### src/hdl/v6ehw_pkg.sv
// ----------------------------------------------------------------------------
// v6ehw_pkg - shared types and constants of the IPv6 extension header walker
// Protocol numbers, field widths and the request/result records.
// ----------------------------------------------------------------------------
`default_nettype none

package v6ehw_pkg;

   // Width of the length and offset arithmetic (12 to 16).
   localparam int LEN_W = 16;
   // Position inside one header; the longest header is 2048 bytes.
   localparam int IDX_W = 11;
   // Header length before the decrement (up to 2048).
   localparam int HLEN_W = IDX_W + 1;

   localparam logic [7:0] PROTO_HOPOPTS  = 8'd0;
   localparam logic [7:0] PROTO_ROUTING  = 8'd43;
   localparam logic [7:0] PROTO_FRAGMENT = 8'd44;
   localparam logic [7:0] PROTO_AH       = 8'd51;
   localparam logic [7:0] PROTO_DSTOPTS  = 8'd60;

   localparam logic [15:0] FRAG_OFFSET_MASK = 16'hFFF8;
   localparam logic [LEN_W-1:0] MIN_HDR_BYTES = LEN_W'(8);
   localparam logic [IDX_W-1:0] FRAG_HDR_LAST = IDX_W'(7);

   typedef struct packed {
      logic [7:0]       data_byte;
      logic             first_byte;
      logic             last_byte;
      logic [7:0]       initial_next_header;
      logic [15:0]      available_length;
   } item_type;

   typedef struct packed {
      logic             walk_ok;
      logic [7:0]       next_protocol;
      logic [1:0]       frag_flags;
      logic [15:0]      consumed_length;
      logic             frag_header_seen;
      logic [15:0]      frag_header_offset;
   } result_type;

   function automatic logic is_ext(input logic [7:0] proto);
      return (proto == PROTO_HOPOPTS) || (proto == PROTO_ROUTING) ||
             (proto == PROTO_DSTOPTS) || (proto == PROTO_AH) ||
             (proto == PROTO_FRAGMENT);
   endfunction

endpackage

`default_nettype wire

### src/hdl/ipv6_ext_header_walker.sv
// ----------------------------------------------------------------------------
// ipv6_ext_header_walker - IPv6 extension header chain walker
// Walks hop-by-hop, routing, destination options, AH and fragment headers
// one byte per request and reports the upper-layer protocol of the chain.
// ----------------------------------------------------------------------------
//
//   channel | handshake            | payload
//   --------+----------------------+------------------------------------------
//   req     | req_valid/req_ready  | data_byte, first/last_byte, next header,
//           |                      | available length
//   rsp     | rsp_valid/rsp_ready  | walk_ok, next_protocol, frag_flags,
//           |                      | consumed/offset lengths, frag seen
//
// One request per cycle sustained while req_ready is high. A request is
// registered in the input register at its accepting edge; the walk step runs
// on it while the skid entry is free, and any result goes to the output
// register, or to the skid entry while the output register is held.
// Reset clears the walk state and all valid flags; no walk is active after.
// A one-entry skid register behind the output register absorbs a result
// while rsp_ready is low; req_ready drops only while the skid entry and the
// input register are both full.
// ----------------------------------------------------------------------------
`default_nettype none

module ipv6_ext_header_walker
   import v6ehw_pkg::*;
(
   input  wire logic        clock,
   input  wire logic        reset,

   input  wire logic        req_valid,
   output      logic        req_ready,
   input  wire logic [7:0]  req_data_byte,
   input  wire logic        req_first_byte,
   input  wire logic        req_last_byte,
   input  wire logic [7:0]  req_initial_next_header,
   input  wire logic [15:0] req_available_length,

   output      logic        rsp_valid,
   input  wire logic        rsp_ready,
   output      logic        rsp_walk_ok,
   output      logic [7:0]  rsp_next_protocol,
   output      logic [1:0]  rsp_frag_flags,
   output      logic [15:0] rsp_consumed_length,
   output      logic        rsp_frag_header_seen,
   output      logic [15:0] rsp_frag_header_offset
);

   // input register
   logic       in_valid_ff;
   item_type   in_item_ff;

   // output register and skid entry
   logic       out_valid_ff;
   result_type out_res_ff;
   logic       skid_valid_ff;
   result_type skid_res_ff;

   logic       step_en;
   logic       emit;
   result_type step_res;
   logic       req_take;
   logic       rsp_take;

   // the step may run whenever the skid entry is free: its result always fits
   assign step_en   = in_valid_ff && !skid_valid_ff;
   assign req_ready = !in_valid_ff || !skid_valid_ff;
   assign req_take  = req_valid && req_ready;
   assign rsp_take  = out_valid_ff && rsp_ready;

   v6ehw_walk u_walk (
      .clock   (clock),
      .reset   (reset),
      .step_en (step_en),
      .item    (in_item_ff),
      .emit    (emit),
      .result  (step_res)
   );

   always_ff @(posedge clock) begin
      if (reset) begin
         in_valid_ff   <= 1'b0;
         out_valid_ff  <= 1'b0;
         skid_valid_ff <= 1'b0;
      end else begin
         if (req_take) begin
            in_valid_ff <= 1'b1;
         end else if (step_en) begin
            in_valid_ff <= 1'b0;
         end

         if (skid_valid_ff) begin
            // no step runs while the skid entry is full
            if (rsp_take) begin
               out_valid_ff  <= 1'b1;
               skid_valid_ff <= 1'b0;
            end
         end else if (emit) begin
            if (!out_valid_ff || rsp_take) begin
               out_valid_ff <= 1'b1;
            end else begin
               skid_valid_ff <= 1'b1;
            end
         end else if (rsp_take) begin
            out_valid_ff <= 1'b0;
         end
      end
   end

   // payload registers
   always_ff @(posedge clock) begin
      if (req_take) begin
         in_item_ff.data_byte           <= req_data_byte;
         in_item_ff.first_byte          <= req_first_byte;
         in_item_ff.last_byte           <= req_last_byte;
         in_item_ff.initial_next_header <= req_initial_next_header;
         in_item_ff.available_length    <= req_available_length;
      end
      if (skid_valid_ff) begin
         if (rsp_take) begin
            out_res_ff <= skid_res_ff;
         end
      end else if (emit) begin
         if (!out_valid_ff || rsp_take) begin
            out_res_ff <= step_res;
         end else begin
            skid_res_ff <= step_res;
         end
      end
   end

   assign rsp_valid              = out_valid_ff;
   assign rsp_walk_ok            = out_res_ff.walk_ok;
   assign rsp_next_protocol      = out_res_ff.next_protocol;
   assign rsp_frag_flags         = out_res_ff.frag_flags;
   assign rsp_consumed_length    = out_res_ff.consumed_length;
   assign rsp_frag_header_seen   = out_res_ff.frag_header_seen;
   assign rsp_frag_header_offset = out_res_ff.frag_header_offset;

`ifndef ASSERT_OFF
   // skid entry fills only behind a held output register
   a_skid_behind_out: assert property (@(posedge clock) disable iff (reset)
      skid_valid_ff |-> out_valid_ff)
      else $error("skid entry valid without output register valid");

   // backpressure only when a request is parked and the skid entry is full
   a_ready_low_cause: assert property (@(posedge clock) disable iff (reset)
      !req_ready |-> (in_valid_ff && skid_valid_ff))
      else $error("req_ready low without a full pipeline");

   // a later fragment always ends the walk successfully on protocol 44
   a_later_frag: assert property (@(posedge clock) disable iff (reset)
      (rsp_valid && rsp_frag_flags[1]) |->
         (rsp_frag_flags[0] && rsp_walk_ok && rsp_next_protocol == PROTO_FRAGMENT))
      else $error("later fragment result inconsistent");

   // offset reported only when a fragment header was met
   a_frag_offset_zero: assert property (@(posedge clock) disable iff (reset)
      (rsp_valid && !rsp_frag_header_seen) |->
         (rsp_frag_header_offset == 16'h0000 && rsp_frag_flags == 2'b00))
      else $error("fragment fields set without a fragment header");
`endif

endmodule

`default_nettype wire

### src/hdl/v6ehw_walk.sv
// ----------------------------------------------------------------------------
// v6ehw_walk - chain walk state and per-byte step
// Holds the walk state and advances it by one byte per enabled cycle.
// ----------------------------------------------------------------------------
`default_nettype none

module v6ehw_walk
   import v6ehw_pkg::*;
(
   input  wire logic       clock,
   input  wire logic       reset,
   input  wire logic       step_en,
   input  wire item_type   item,
   output      logic       emit,
   output      result_type result
);

   logic [7:0]       cur_proto_ff, cur_proto_in;
   logic [7:0]       pend_next_ff, pend_next_in;
   logic [IDX_W-1:0] hdr_idx_ff, hdr_idx_in;
   logic [IDX_W-1:0] hdr_len_ff, hdr_len_in;
   logic [LEN_W-1:0] remain_ff, remain_in;
   logic [LEN_W-1:0] offset_ff, offset_in;
   logic [15:0]      frag_word_ff, frag_word_in;
   logic [1:0]       frag_state_ff, frag_state_in;
   logic             frag_found_ff, frag_found_in;
   logic [LEN_W-1:0] frag_pos_ff, frag_pos_in;
   logic             active_ff, active_in;

   always_comb begin
      logic             done;
      logic             ok;
      logic [7:0]       proto;
      logic             is_frag;
      logic [HLEN_W-1:0] len;
      logic [LEN_W-1:0] hlen_full;

      done          = 1'b0;
      ok            = 1'b0;
      proto         = '0;
      is_frag       = 1'b0;
      len           = '0;
      hlen_full     = '0;
      cur_proto_in  = cur_proto_ff;
      pend_next_in  = pend_next_ff;
      hdr_idx_in    = hdr_idx_ff;
      hdr_len_in    = hdr_len_ff;
      remain_in     = remain_ff;
      offset_in     = offset_ff;
      frag_word_in  = frag_word_ff;
      frag_state_in = frag_state_ff;
      frag_found_in = frag_found_ff;
      frag_pos_in   = frag_pos_ff;
      active_in     = active_ff;

      // a first byte drops any walk in progress and starts fresh
      if (item.first_byte) begin
         cur_proto_in  = item.initial_next_header;
         pend_next_in  = '0;
         hdr_idx_in    = '0;
         hdr_len_in    = '0;
         remain_in     = item.available_length[LEN_W-1:0];
         offset_in     = '0;
         frag_word_in  = '0;
         frag_state_in = '0;
         frag_found_in = 1'b0;
         frag_pos_in   = '0;
         active_in     = 1'b1;
      end

      if (active_in) begin
         if (hdr_idx_in == '0) begin
            if (!is_ext(cur_proto_in)) begin
               done  = 1'b1;
               ok    = 1'b1;
               proto = cur_proto_in;
            end else if (remain_in < MIN_HDR_BYTES) begin
               done  = 1'b1;
               proto = cur_proto_in;
            end else begin
               pend_next_in = item.data_byte;
               if (cur_proto_in == PROTO_FRAGMENT) begin
                  frag_found_in = 1'b1;
                  frag_pos_in   = offset_in;
                  hdr_len_in    = FRAG_HDR_LAST;
                  frag_word_in  = '0;
               end
               hdr_idx_in = IDX_W'(1);
            end
         end else begin
            is_frag = (cur_proto_in == PROTO_FRAGMENT);
            if (hdr_idx_in == IDX_W'(1) && !is_frag) begin
               if (cur_proto_in == PROTO_AH) begin
                  len = (HLEN_W'(item.data_byte) + HLEN_W'(2)) << 2;
               end else begin
                  len = (HLEN_W'(item.data_byte) + HLEN_W'(1)) << 3;
               end
               if (LEN_W'(len) > remain_in) begin
                  done  = 1'b1;
                  proto = pend_next_in;
               end else begin
                  hdr_len_in = IDX_W'(len - HLEN_W'(1));
               end
            end
            if (!done) begin
               if (is_frag && hdr_idx_in == IDX_W'(2)) begin
                  frag_word_in = {item.data_byte, 8'h00};
               end
               if (is_frag && hdr_idx_in == IDX_W'(3)) begin
                  frag_word_in = {frag_word_in[15:8], item.data_byte};
               end
               if (hdr_idx_in >= hdr_len_in) begin
                  hlen_full    = LEN_W'(hdr_len_in) + LEN_W'(1);
                  remain_in    = remain_in - hlen_full;
                  offset_in    = offset_in + hlen_full;
                  cur_proto_in = pend_next_in;
                  hdr_idx_in   = '0;
                  if (is_frag && frag_word_in != '0) begin
                     frag_state_in = 2'b01;
                     // non-zero fragment offset: later fragment, stop here
                     if ((frag_word_in & FRAG_OFFSET_MASK) != '0) begin
                        frag_state_in = 2'b11;
                        done  = 1'b1;
                        ok    = 1'b1;
                        proto = PROTO_FRAGMENT;
                     end
                  end
               end else begin
                  hdr_idx_in = hdr_idx_in + IDX_W'(1);
               end
            end
         end

         if (!done && item.last_byte) begin
            done  = 1'b1;
            ok    = (hdr_idx_in == '0) && !is_ext(cur_proto_in);
            proto = cur_proto_in;
         end
         if (done) begin
            active_in = 1'b0;
         end
      end

      emit                      = step_en && done;
      result.walk_ok            = ok;
      result.next_protocol      = proto;
      result.frag_flags         = frag_state_in;
      result.consumed_length    = 16'(offset_in);
      result.frag_header_seen   = frag_found_in;
      result.frag_header_offset = frag_found_in ? 16'(frag_pos_in) : 16'h0000;
   end

   always_ff @(posedge clock) begin
      if (reset) begin
         cur_proto_ff  <= '0;
         pend_next_ff  <= '0;
         hdr_idx_ff    <= '0;
         hdr_len_ff    <= '0;
         remain_ff     <= '0;
         offset_ff     <= '0;
         frag_word_ff  <= '0;
         frag_state_ff <= '0;
         frag_found_ff <= 1'b0;
         frag_pos_ff   <= '0;
         active_ff     <= 1'b0;
      end else if (step_en) begin
         cur_proto_ff  <= cur_proto_in;
         pend_next_ff  <= pend_next_in;
         hdr_idx_ff    <= hdr_idx_in;
         hdr_len_ff    <= hdr_len_in;
         remain_ff     <= remain_in;
         offset_ff     <= offset_in;
         frag_word_ff  <= frag_word_in;
         frag_state_ff <= frag_state_in;
         frag_found_ff <= frag_found_in;
         frag_pos_ff   <= frag_pos_in;
         active_ff     <= active_in;
      end
   end

endmodule

`default_nettype wire

### config.mk
export PLATFORM = sky130hd
export DESIGN_NAME = ipv6_ext_header_walker
export DESIGN_NICKNAME = d
export VERILOG_FILES = /design/src/hdl/v6ehw_pkg.sv /design/src/hdl/ipv6_ext_header_walker.sv /design/src/hdl/v6ehw_walk.sv
export SDC_FILE = /design/constraint.sdc
export NUM_CORES = 1
export LEC_CHECK = 0
export ABC_AREA = 0
export BUFFER_PORTS_ARGS = -buffer_cell sky130_fd_sc_hd__buf_2
export CORE_MARGIN = 2
export CORE_UTILIZATION = 65
export CTS_CLUSTER_DIAMETER = 100
export DETAILED_ROUTE_END_ITERATION = 8
export PLACE_DENSITY = 0.85
export SYNTH_ARGS = -nofsm -noshare
export SYNTH_HDL_FRONTEND = slang
export SYNTH_SLANG_ARGS = --single-unit
### constraint.sdc
create_clock -name clock -period 15.6 [get_ports clock]
set_clock_uncertainty 0.15 [all_clocks]
set_input_delay 0.78 -clock clock [delete_from_list [all_inputs] [get_ports clock]]
set_output_delay 0.78 -clock clock [all_outputs]
set_load 0.005 [all_outputs]
Word level (Yosys, flattened, before mapping)
Cells that the tools add are included.
Widths: inputs -> output; s select.
{"block": "op_classes", "add_sub_neg": 7, "order_cmp": 3, "n_eq_ne": 13, "n_mux": 124, "bitwise": 2, "reduce_logical": 39}
{"cell": "$mux 16", "count": 28}
{"cell": "$mux 11", "count": 18}
{"cell": "$mux 8", "count": 23}
{"cell": "$mux 44", "count": 4}
{"cell": "$eq 8x6->1 const B", "count": 8}
{"cell": "$mux 12", "count": 4}
{"cell": "$mux 1", "count": 40}
{"cell": "$reduce_bool 16->1", "count": 2}
{"cell": "$eq 11x2->1 const B", "count": 2}
{"cell": "$logic_not 11->1", "count": 2}
{"cell": "$add 16x16->16", "count": 1}
{"cell": "$gt 12x16->1", "count": 1}
{"cell": "$logic_not 8->1", "count": 2}
{"cell": "$lt 16x4->1 const B", "count": 1}
{"cell": "$sub 16x16->16", "count": 1}
{"cell": "$mux 2", "count": 7}
{"cell": "$add 11x1->12 const B", "count": 1}
{"cell": "$add 11x1->11 const B", "count": 1}
{"cell": "$eq 11x1->1 const B", "count": 1}
{"cell": "$ge 11x11->1", "count": 1}
{"cell": "$sub 11x1->11 const B", "count": 1}
{"cell": "$logic_and 1x1->1", "count": 10}
{"cell": "$logic_or 1x1->1", "count": 10}
{"cell": "$add 8x1->9 const B", "count": 1}
{"cell": "7 further kinds", "count": 18}
{"block": "totals", "regBits": 231, "input_bits": 38, "elab_cells": 219}

Logic depth before layout (Yosys ltp)
Gate-level depths: netlist of run 1.
{"block": "logic_depth", "word_depth": 30, "depth_mapped": 38, "mapped_depth_nobuf": 33}

Cells and area by module
A second synthesis of run 1 with hierarchy kept.
{"block": "hier_totals", "hier_cells": 1394, "hier_area_um2": 13505.5}
{"mod": "v6ehw_walk", "instances": 1, "cells_per_inst": 1204, "area_per_inst_um2": 8909.8}
{"mod": "ipv6_ext_header_walker", "instances": 1, "cells_per_inst": 190, "area_per_inst_um2": 4595.7}

Worst setup path after synthesis of run 1
No wires, ideal clock.
{"block": "synth_timing", "kind": "register -> register", "start": "register in_item_ff[25] (netlist bit)", "end": "register out_res_ff (netlist bit rsp_consumed_length[0]) (enable)", "setup_time_ns": 0.460, "t_arrival_ns": 8.627, "t_required_ns": 14.990, "slack_ns": 6.363, "stages_incl_launch_ff": 32, "path_buffers": 10, "period_less_slack_ns": 9.237, "path_cell_list": "edfxtp_1 > buf_2 > buf_2 > buf_1 > clkbuf_1 > clkbuf_1 > clkbuf_1 > clkbuf_1 > clkbuf_1 > mux2i_1 > ha_1 > a21oi_1 > o21ai_0 > a221oi_1 > a311oi_2 > nor2_8 > buf_1 > clkbuf_1 > a21oi_1 > a21oi_1 > inv_1 > ha_1 > and3_1 > nand3_1 > a211oi_1 > o211ai_2 > o21a_1 > nor2_1 > o21ai_1 > nand2b_1 > nand2_1 > a21oi_1"}
{"block": "synth_between", "elab_chain_len": 24}
{"item": "start, declared", "line_no": "ipv6_ext_header_walker.sv:51", "text": "item_type in_item_ff;"}
{"item": "$mux 8", "line_no": "v6ehw_walk.sv:57", "text": "if (item.first_byte) begin"}
{"item": "$eq 8x6->1", "line_no": "v6ehw_pkg.sv:45, v6ehw_walk.sv:93"}
{"item": "$mux 12", "line_no": "v6ehw_walk.sv:93", "text": "if (cur_proto_in == PROTO_AH) begin"}
{"item": "$mux 12", "line_no": "v6ehw_walk.sv:92", "text": "if (hdr_idx_in == IDX_W'(1) && !is_frag) begin"}
{"item": "$mux 12", "line_no": "v6ehw_walk.sv:72", "text": "if (hdr_idx_in == '0) begin"}
{"item": "$mux 12", "line_no": "v6ehw_walk.sv:71", "text": "if (active_in) begin"}
{"item": "$gt 12x16->1 / $sub 11x1->11 (equally long branches)", "line_no": "v6ehw_walk.sv:98, v6ehw_walk.sv:102"}
{"item": "$mux 11", "line_no": "v6ehw_walk.sv:98", "text": "if (LEN_W'(len) > remain_in) begin"}
{"item": "(+8 left out)"}
{"item": "$logic_not 1->1", "line_no": "v6ehw_walk.sv:134", "text": "if (!done && item.last_byte) begin"}
{"item": "$logic_and 1x1->1", "line_no": "v6ehw_walk.sv:134"}
{"item": "$mux 1", "line_no": "v6ehw_walk.sv:134"}
{"item": "$mux 1", "line_no": "v6ehw_walk.sv:71"}
{"item": "$mux 1 *", "line_no": "v6ehw_walk.sv:71"}
{"item": "$logic_and 1x1->1 *", "line_no": "v6ehw_walk.sv:144", "text": "emit = step_en && done;"}
{"item": "$reduce_bool 2->1 (no line) *"}
{"item": "$reduce_and 3->1 (no line) *"}
{"item": "end signal, assigned", "line_no": "ipv6_ext_header_walker.sv:121", "text": "out_res_ff <= skid_res_ff;"}
{"item": "end signal, assigned", "line_no": "ipv6_ext_header_walker.sv:125", "text": "out_res_ff <= step_res;"}
{"item": "end, declared", "line_no": "ipv6_ext_header_walker.sv:55", "text": "result_type out_res_ff;"}
Mark *: on every way between the ends. The rest lies on a longest branch, timed or not. The select of a mux whose other input is x is not followed.
A chain may end at the register's enable or synchronous reset.

Worst setup path after layout of run 1
{"block": "layout_timing", "start": "register in_item_ff[25] (netlist bit)", "end": "register out_res_ff (netlist bit rsp_walk_ok), data pin"}
{"block": "layout_between", "elab_chain_len": 28}
{"item": "$mux 8", "line_no": "v6ehw_walk.sv:57"}
{"item": "$eq 8x6->1", "line_no": "v6ehw_pkg.sv:45, v6ehw_walk.sv:93"}
{"item": "$mux 12", "line_no": "v6ehw_walk.sv:93"}
{"item": "$mux 12", "line_no": "v6ehw_walk.sv:92"}
{"item": "$mux 12", "line_no": "v6ehw_walk.sv:72"}
{"item": "$mux 12", "line_no": "v6ehw_walk.sv:71"}
{"item": "$gt 12x16->1 / $sub 11x1->11 (equally long branches)", "line_no": "v6ehw_walk.sv:98, v6ehw_walk.sv:102"}
{"item": "$mux 11", "line_no": "v6ehw_walk.sv:98"}
{"item": "(+11 left out)"}
{"item": "$logic_or 1x1->1 (2 in series)", "line_no": "v6ehw_pkg.sv:45", "text": "(proto == PROTO_DSTOPTS) || (proto == PROTO_AH) ||"}
{"item": "$logic_not 1->1", "line_no": "v6ehw_walk.sv:136", "text": "ok = (hdr_idx_in == '0) && !is_ext(cur_proto_in);"}
{"item": "$logic_and 1x1->1", "line_no": "v6ehw_walk.sv:136"}
{"item": "$mux 1", "line_no": "v6ehw_walk.sv:134"}
{"item": "$mux 1 *", "line_no": "v6ehw_walk.sv:71"}
{"item": "$mux 44 *", "line_no": "ipv6_ext_header_walker.sv:124", "text": "if (!out_valid_ff || rsp_take) begin"}
{"item": "$mux 44 *", "line_no": "ipv6_ext_header_walker.sv:123", "text": "end else if (emit) begin"}
{"item": "$mux 44 *", "line_no": "ipv6_ext_header_walker.sv:119", "text": "if (skid_valid_ff) begin"}
Marks and branches as above.

==> impl_metrics.toml, run 1 <==
[run_status]
status = "complete, no violations"

[timing]
max_freq_ghz = 0.118
slew_violations = 0
fin_crit_sh_pct = 54.3
rsz0062_at_grt = "no"
max_slew.worst_pin.slew_ns = 1.18
finalSetupViolations = 0
slew_headroom_pct = 20.6
layout_min_cycle_time_ns = 8.48
finalHoldViolCount = 0
tns_ns = 0

[grt]
grt_pass1_vias = 10266
grt_first_pass_wirelength_um = 53400
grt_antenna_before_repair = 0
gr-total-overflow = 0
grt_max_degree = 93
grt_usage_pct = 30.5

[finish]
num_antenna_cells = 0
drive_gt1_share_pct = 14.4
fin_util_pct = 73.6
synthToLayoutAreaGrowth_pct = 10.6
n_fill_cell = 1409
fin_nets = 1550
multiInputGateArea_sq_um = 6690
regArea_sq_um = 5850

[worst_setup_path]
setup.worst_path.start = "in_item_ff[25]"
cp.required_ns = 15.70
critical_path.max_stage_delay_ns = 0.72
r2r-end = "rsp_walk_ok"
crit_cells = 31
crit_buf_inv = 3
cp-endpoint = "rsp_walk_ok"
crit_fanout = 60
start_kind = "flop"
r2r-start = "in_item_ff[25]"
critPathCaptureType = "flop"
crit_slowest_cell = "nor2_1"
critPathArrivalTime_ns = 8.58
critical-path-top-delay-family = "compound AO/OA/AOI/OAI gates"
reg2regPathDepth = 31
rrSetupSlack_ns = 7.12
crit_type = "reg2reg"

[floorplan]
start_util_pct = 66.5
core_area_sq_um = 19600
rows = 51
ios = 84
die-area_sq_um = 21200
die_y_um = 146
die_width_um = 146

[clock_tree]
post_cts_buffers = 0
clkTransAtPathRegs_ns = 0.07
clockRootBuffer = "clkbuf_16"
cts_buffers = 24
cts_buffer_depth = 3
clock-sinks = 231
cts-resized-gates = 0
holdBufCountCts = 0
clock_latency_ns = 0.53
cts_tree = "built"
htree_levels = 1

[synthesis]
syn-mean-instance-area_sq_um = 9.18
yosys_warnings = 0
ys_seq_elements = 231
syn-num-nets = 1510
synthesis.instances = 1419
synth_cell_types = 79
synth-edff-count = 122
synth_area_sq_um = 13000
ys_async_sr_fraction_pct = 0
seq_area_frac_synth_pct = 44.9
synth_ff_type = "edfxtp_1"

[worst_hold_path]
hold_path_class = "in2reg"
hp-start = "req_available_length[6]"
hold_depth = 1

[detailed_routing]
drtIter0Drc = 1229
ant_nets = 0
routedWlPerCell_um = 19.1
wirelength_um = 33300
firstDrtPassIters = 6
vias = 11049
via_per_inst = 6.34
route.detailed.drc = 0

[placed_design]
portBuffers = 83
dp.final_hpwl_um = 22900
gp_congestion = 0.977

[pwr]
vdd_drop_max_uv = 89.2
power_leakage_nw = 5.38
fin_total_pwr_w = 0.00144
powerDensity_nw_per_um2 = 100

[job]
maxCapViolCount = 0
==> worst reg2reg max path: cells and delay by family, from the launching register on <==
kind                     cells  cell delay [ns]
flip-flops                   1             0.32
adder cells (fa/ha/maj)      2             0.54
AO/OA/AOI/OAI               15             4.04
AND/OR/NAND/NOR             11             2.36
buffers and inverters        3             0.80
==> cell type report <==
cell class | instances | share of cell area [%]
Tap cell | 265 | 2.30
Clock inverter | 8 | 0.825
Clock buffer | 36 | 5.00
Sequential cell | 231 | 40.6
Inverter | 51 | 1.33
Timing Repair Buffer | 95 | 3.53
Multi-Input combinational cell | 1056 | 46.4
==> synthesized netlist by cell type (4+ instances only) <==
cell	count	area, sq um
a211oi_1	31	233
a21o_1	14	105
a21oi_1	107	536
a22o_1	5	43.8
a22oi_1	52	390
a31oi_1	11	68.8
and2_1	9	56.3
and3_1	15	93.8
buf_1	10	37.5
buf_2	5	25.0
clkbuf_1	65	244
dfxtp_1	109	2180
edfxtp_1	122	3660
ha_1	51	638
inv_1	51	191
mux2_2	52	586
mux2i_1	13	130
nand2_1	148	556
nand2b_1	10	62.6
nand3_1	43	215
nand4_1	7	43.8
nor2_1	179	672
nor2b_1	32	200
nor3_1	32	160
nor3b_1	14	105
nor4_1	12	75.1
o211ai_1	7	52.6
o21a_1	4	30.0
o21ai_0	51	255
o21ai_1	4	20.0
o21bai_1	8	60.1
o22ai_1	9	56.3
o31ai_1	9	67.6
or2_2	5	31.3
or3_1	11	68.8
or4_1	4	30.0
xnor2_1	34	298
xor2_1	18	158
==> worst min-delay path by stage <==
stage,to
after floorplan,u_walk.remain_ff[11]
after global placement,u_walk.remain_ff[11]
after detailed placement,u_walk.remain_ff[11]
after CTS,in_item_ff[6]
after global routing,in_item_ff[10]
final,in_item_ff[6]
==> placed cells by master, fill, tap and decap left out, drive strengths merged, types with 33 or more instances in the layout <==
| master | count |
|---|---|
| dfxtp | 109 |
| ha | 51 |
| xnor2 | 34 |
| buf | 95 |
| clkbuf | 36 |
| nand2 | 148 |
| edfxtp | 122 |
| nor3 | 33 |
| nor2 | 180 |
| mux2 | 52 |
| a21oi | 108 |
| inv | 51 |
| o21ai | 56 |
| nand3 | 44 |
| a22oi | 52 |
==> metrics by stage <==
| step | instance area, sq um | setup WS [ns] | hold slack [ns] | std cells |
|---|---|---|---|---|
| after floorplan | 13000 | 6.36 | 0.281 | 1419 |
| after global placement | 13600 | 7.60 | 0.290 | 1698 |
| after detailed placement | 13600 | 7.34 | 0.306 | 1698 |
| after CTS | 14400 | 7.22 | 0.262 | 1742 |
| after global routing | 14400 | 6.36 | 0.268 | 1742 |
| final | 14400 | 7.12 | 0.272 | 1742 |
==> sequential cells by signal, summed over array words and instances (netlist names), 16 cells and up <==
name                    count
u_walk.frag_word_ff        16
skid_res_ff                44
u_walk.remain_ff           16
in_item_ff                 34
u_walk.offset_ff           16
rsp_frag_header_offset     16
u_walk.frag_pos_ff         16
rsp_consumed_length        16
==> kinds of logic after synthesis <==
kind of cell	share of synthesized area, %
AND/OR/NAND/NOR	19.4
XOR/XNOR	3.50
adder cells (fa/ha/maj)	5.21
buffers and inverters	3.88
multiplexers	5.49
flip-flops	44.9
AO/OA/AOI/OAI	17.7
==> metal layers <==
metal  track usage [%]  up-vias  share of wire [%]
met5                 0        -                  0
met4              10.4        0                3.4
met3              3.82       89                7.7
met2              50.9      514                 47
met1              41.5     5237                 42
li1                  -     5209                  -
==> power breakdown <==
part | switching, W | internal, W
Combinational | 0.000103 | 0.0000609
Clock | 0.000241 | 0.000368
Sequential | 0.0000141 | 0.000658
Total | 0.000358 | 0.00109
Power figures use the tool's default switching activity.
==> run 2: changes to the inputs <==
--- a/config.mk
+++ b/config.mk
@@ -8,10 +8,10 @@
 export ABC_AREA = 0
 export BUFFER_PORTS_ARGS = -buffer_cell sky130_fd_sc_hd__buf_2
 export CORE_MARGIN = 2
-export CORE_UTILIZATION = 65
+export CORE_UTILIZATION = 62
 export CTS_CLUSTER_DIAMETER = 100
 export DETAILED_ROUTE_END_ITERATION = 8
-export PLACE_DENSITY = 0.85
+export PLACE_DENSITY = 0.81
 export SYNTH_ARGS = -nofsm -noshare
 export SYNTH_HDL_FRONTEND = slang
 export SYNTH_SLANG_ARGS = --single-unit
==> constraint.sdc (replaced) <==
create_clock -name clock -period 8.2 [get_ports clock]
set_clock_uncertainty 0.15 [all_clocks]
set_input_delay 0.41 -clock clock [delete_from_list [all_inputs] [get_ports clock]]
set_output_delay 0.41 -clock clock [all_outputs]
set_load 0.005 [all_outputs]
==> run 2 against run 1 <==
Against the previous run:
- sequential power grew 90%
- final cell count up 3.1%
- design area rose by 3.0%
- critical endpoint unchanged
- largest cell class unchanged
==> impl_metrics.toml, run 2 (synthesis results as in run 1) <==
[clock_tree]
clock-sinks = 231
clockRootBuffer = "clkbuf_16"
cts_buffer_depth = 3
clock_latency_ns = 0.52
htree_levels = 1
post_cts_buffers = 0
cts_buffers = 25
cts_tree = "built"
clkTransAtPathRegs_ns = 0.06

[worst_hold_path]
hold_end = "u_walk.frag_pos_ff[10]"
hp-start = "reset"
hold_depth = 2
hold_path_class = "in2reg"

[timing]
finalHoldViolCount = 0
finalSetupViolations = 0
slew_headroom_pct = 15.0
max_slew.worst_pin.slew_ns = 1.27
layout_min_cycle_time_ns = 7.58
slew_violations = 0
max_freq_ghz = 0.132
layout_setup_ws_ns = 0.621
tns_ns = 0
rsz0062_at_grt = "no"
fin_crit_sh_pct = 92.4

[finish]
fin_nets = 1594
reg_top3 = "skid_res_ff x44, in_item_ff x34"
regMostFlops = "skid_res_ff"
final_common_cell = "nor2_1"
synthToLayoutAreaGrowth_pct = 13.9
largest_reg_flops = 44
num_antenna_cells = 0
drive_gt1_share_pct = 14.5
final_area_sq_um = 14800
layout.cells.non_filler = 1796
final_cell_mix = "177 x nor2_1, 148 x nand2_1, 122 x edfxtp_1"

[detailed_routing]
ant_nets = 0
via_per_inst = 6.20
routedWlPerCell_um = 18.9
route.detailed.drc = 0
wirelength_um = 33900
firstDrtPassIters = 5
vias = 11142
drtIter0Drc = 989

[worst_setup_path]
r2r-start = "in_item_ff[25]"
critPathArrivalTime_ns = 7.68
critPathCaptureType = "flop"
reg2regPathDepth = 29
crit_fanout = 24
cp.required_ns = 8.30
r2r-end = "rsp_walk_ok"
start_kind = "flop"
crit_type = "reg2reg"
crit_slowest_cell = "a311oi_2"
rrSetupSlack_ns = 0.62
critical_path.max_stage_delay_ns = 0.52

[floorplan]
rows = 53
ios = 84
die_y_um = 149
die_width_um = 149
die-area_sq_um = 22200
core_area_sq_um = 20800
start_util_pct = 62.6

[grt]
gr-total-overflow = 0
grt_pass1_vias = 10569
grt_antenna_before_repair = 0
grt_first_pass_wirelength_um = 54600
grt_max_degree = 62
grt_usage_pct = 30.4

[placed_design]
place_inst = 1715
gp_congestion = 0.930
dp.final_hpwl_um = 23400
place_ws_ns = 0.718
placed_area_sq_um = 13600
portBuffers = 83

[run_status]
status = "complete, no violations"

[pwr]
power_leakage_nw = 5.57
vdd_drop_max_uv = 219
powerDensity_nw_per_um2 = 185

[job]
maxCapViolCount = 0
run 2: cell types whose count changed in the layout (fill, tap and decap cells not counted), sizes merged:
| cell | before | now |
|---|---|---|
| buf | 95 | 102 |
| clkinvlp | 2 | 1 |
| clkinv | 3 | 6 |
| clkbuf | 36 | 32 |
| inv | 51 | 54 |
| dlygate4sd3 | 0 | 36 |
run 2: worst max path at each step:
stage | end | depth (start not counted) | startpoint
after CTS | rsp_walk_ok | 29 | in_item_ff[25]
final | rsp_walk_ok | 29 | in_item_ff[25]
after detailed placement | rsp_walk_ok | 29 | in_item_ff[25]
after global routing | rsp_consumed_length[10] | 31 | in_item_ff[25]
after global placement | rsp_walk_ok | 29 | in_item_ff[25]
after floorplan | skid_res_ff[0] | 30 | in_item_ff[25]
run 2: what timing repair did:
action,4_1_cts,5_1_grt
hold buffers,36,0
endpoints found under the hold margin,36,0
resized for setup,0,1
setup endpoints to repair,0,7
run 2: final cells by class:
type | count | area, sq um
multi-input combinational | 1056 | 6690
fill | 1583 | 5980
sequential | 231 | 5850
timing repair buffer | 138 | 933
clock buffer | 32 | 672
tap | 275 | 344
inverter | 51 | 191
clock inverter | 13 | 156
run 2: critical path, delay by kind of cell, from the launching register on:
| kind | cells | cell delay (ns) |
|---|---|---|
| AO/OA/AOI/OAI | 13 | 3.65 |
| adder cells (fa/ha/maj) | 2 | 0.62 |
| buffers and inverters | 3 | 0.57 |
| flip-flops | 1 | 0.50 |
| AND/OR/NAND/NOR | 11 | 1.79 |
run 2: per-stage QoR:
step	power, W	hold WS (ns)	util [%]
after global placement	0.00160	0.288	65.5
after CTS	0.00275	0.209	71.2
after global routing	0.00284	0.243	71.3
after detailed placement	0.00161	0.295	65.5
final	0.00275	0.205	71.3
after floorplan	0.00152	0.281	-
run 2: report_power, final:
part | switching, W | internal (W)
registers | 0.0000270 | 0.00125
logic | 0.000198 | 0.000129
clock network | 0.000464 | 0.000678
run 2: per-layer routing:
| metal | share of wire, % | track usage, % | vias up | wire [um] |
|---|---|---|---|---|
| li1 | - | - | 5304 | - |
| met1 | 42 | 40.8 | 5296 | 14300 |
| met2 | 47 | 50.4 | 467 | 15900 |
| met3 | 7.4 | 4.95 | 75 | 2530 |
| met4 | 3.4 | 10.3 | 0 | 1140 |
| met5 | 0 | 0 | - | 0 |
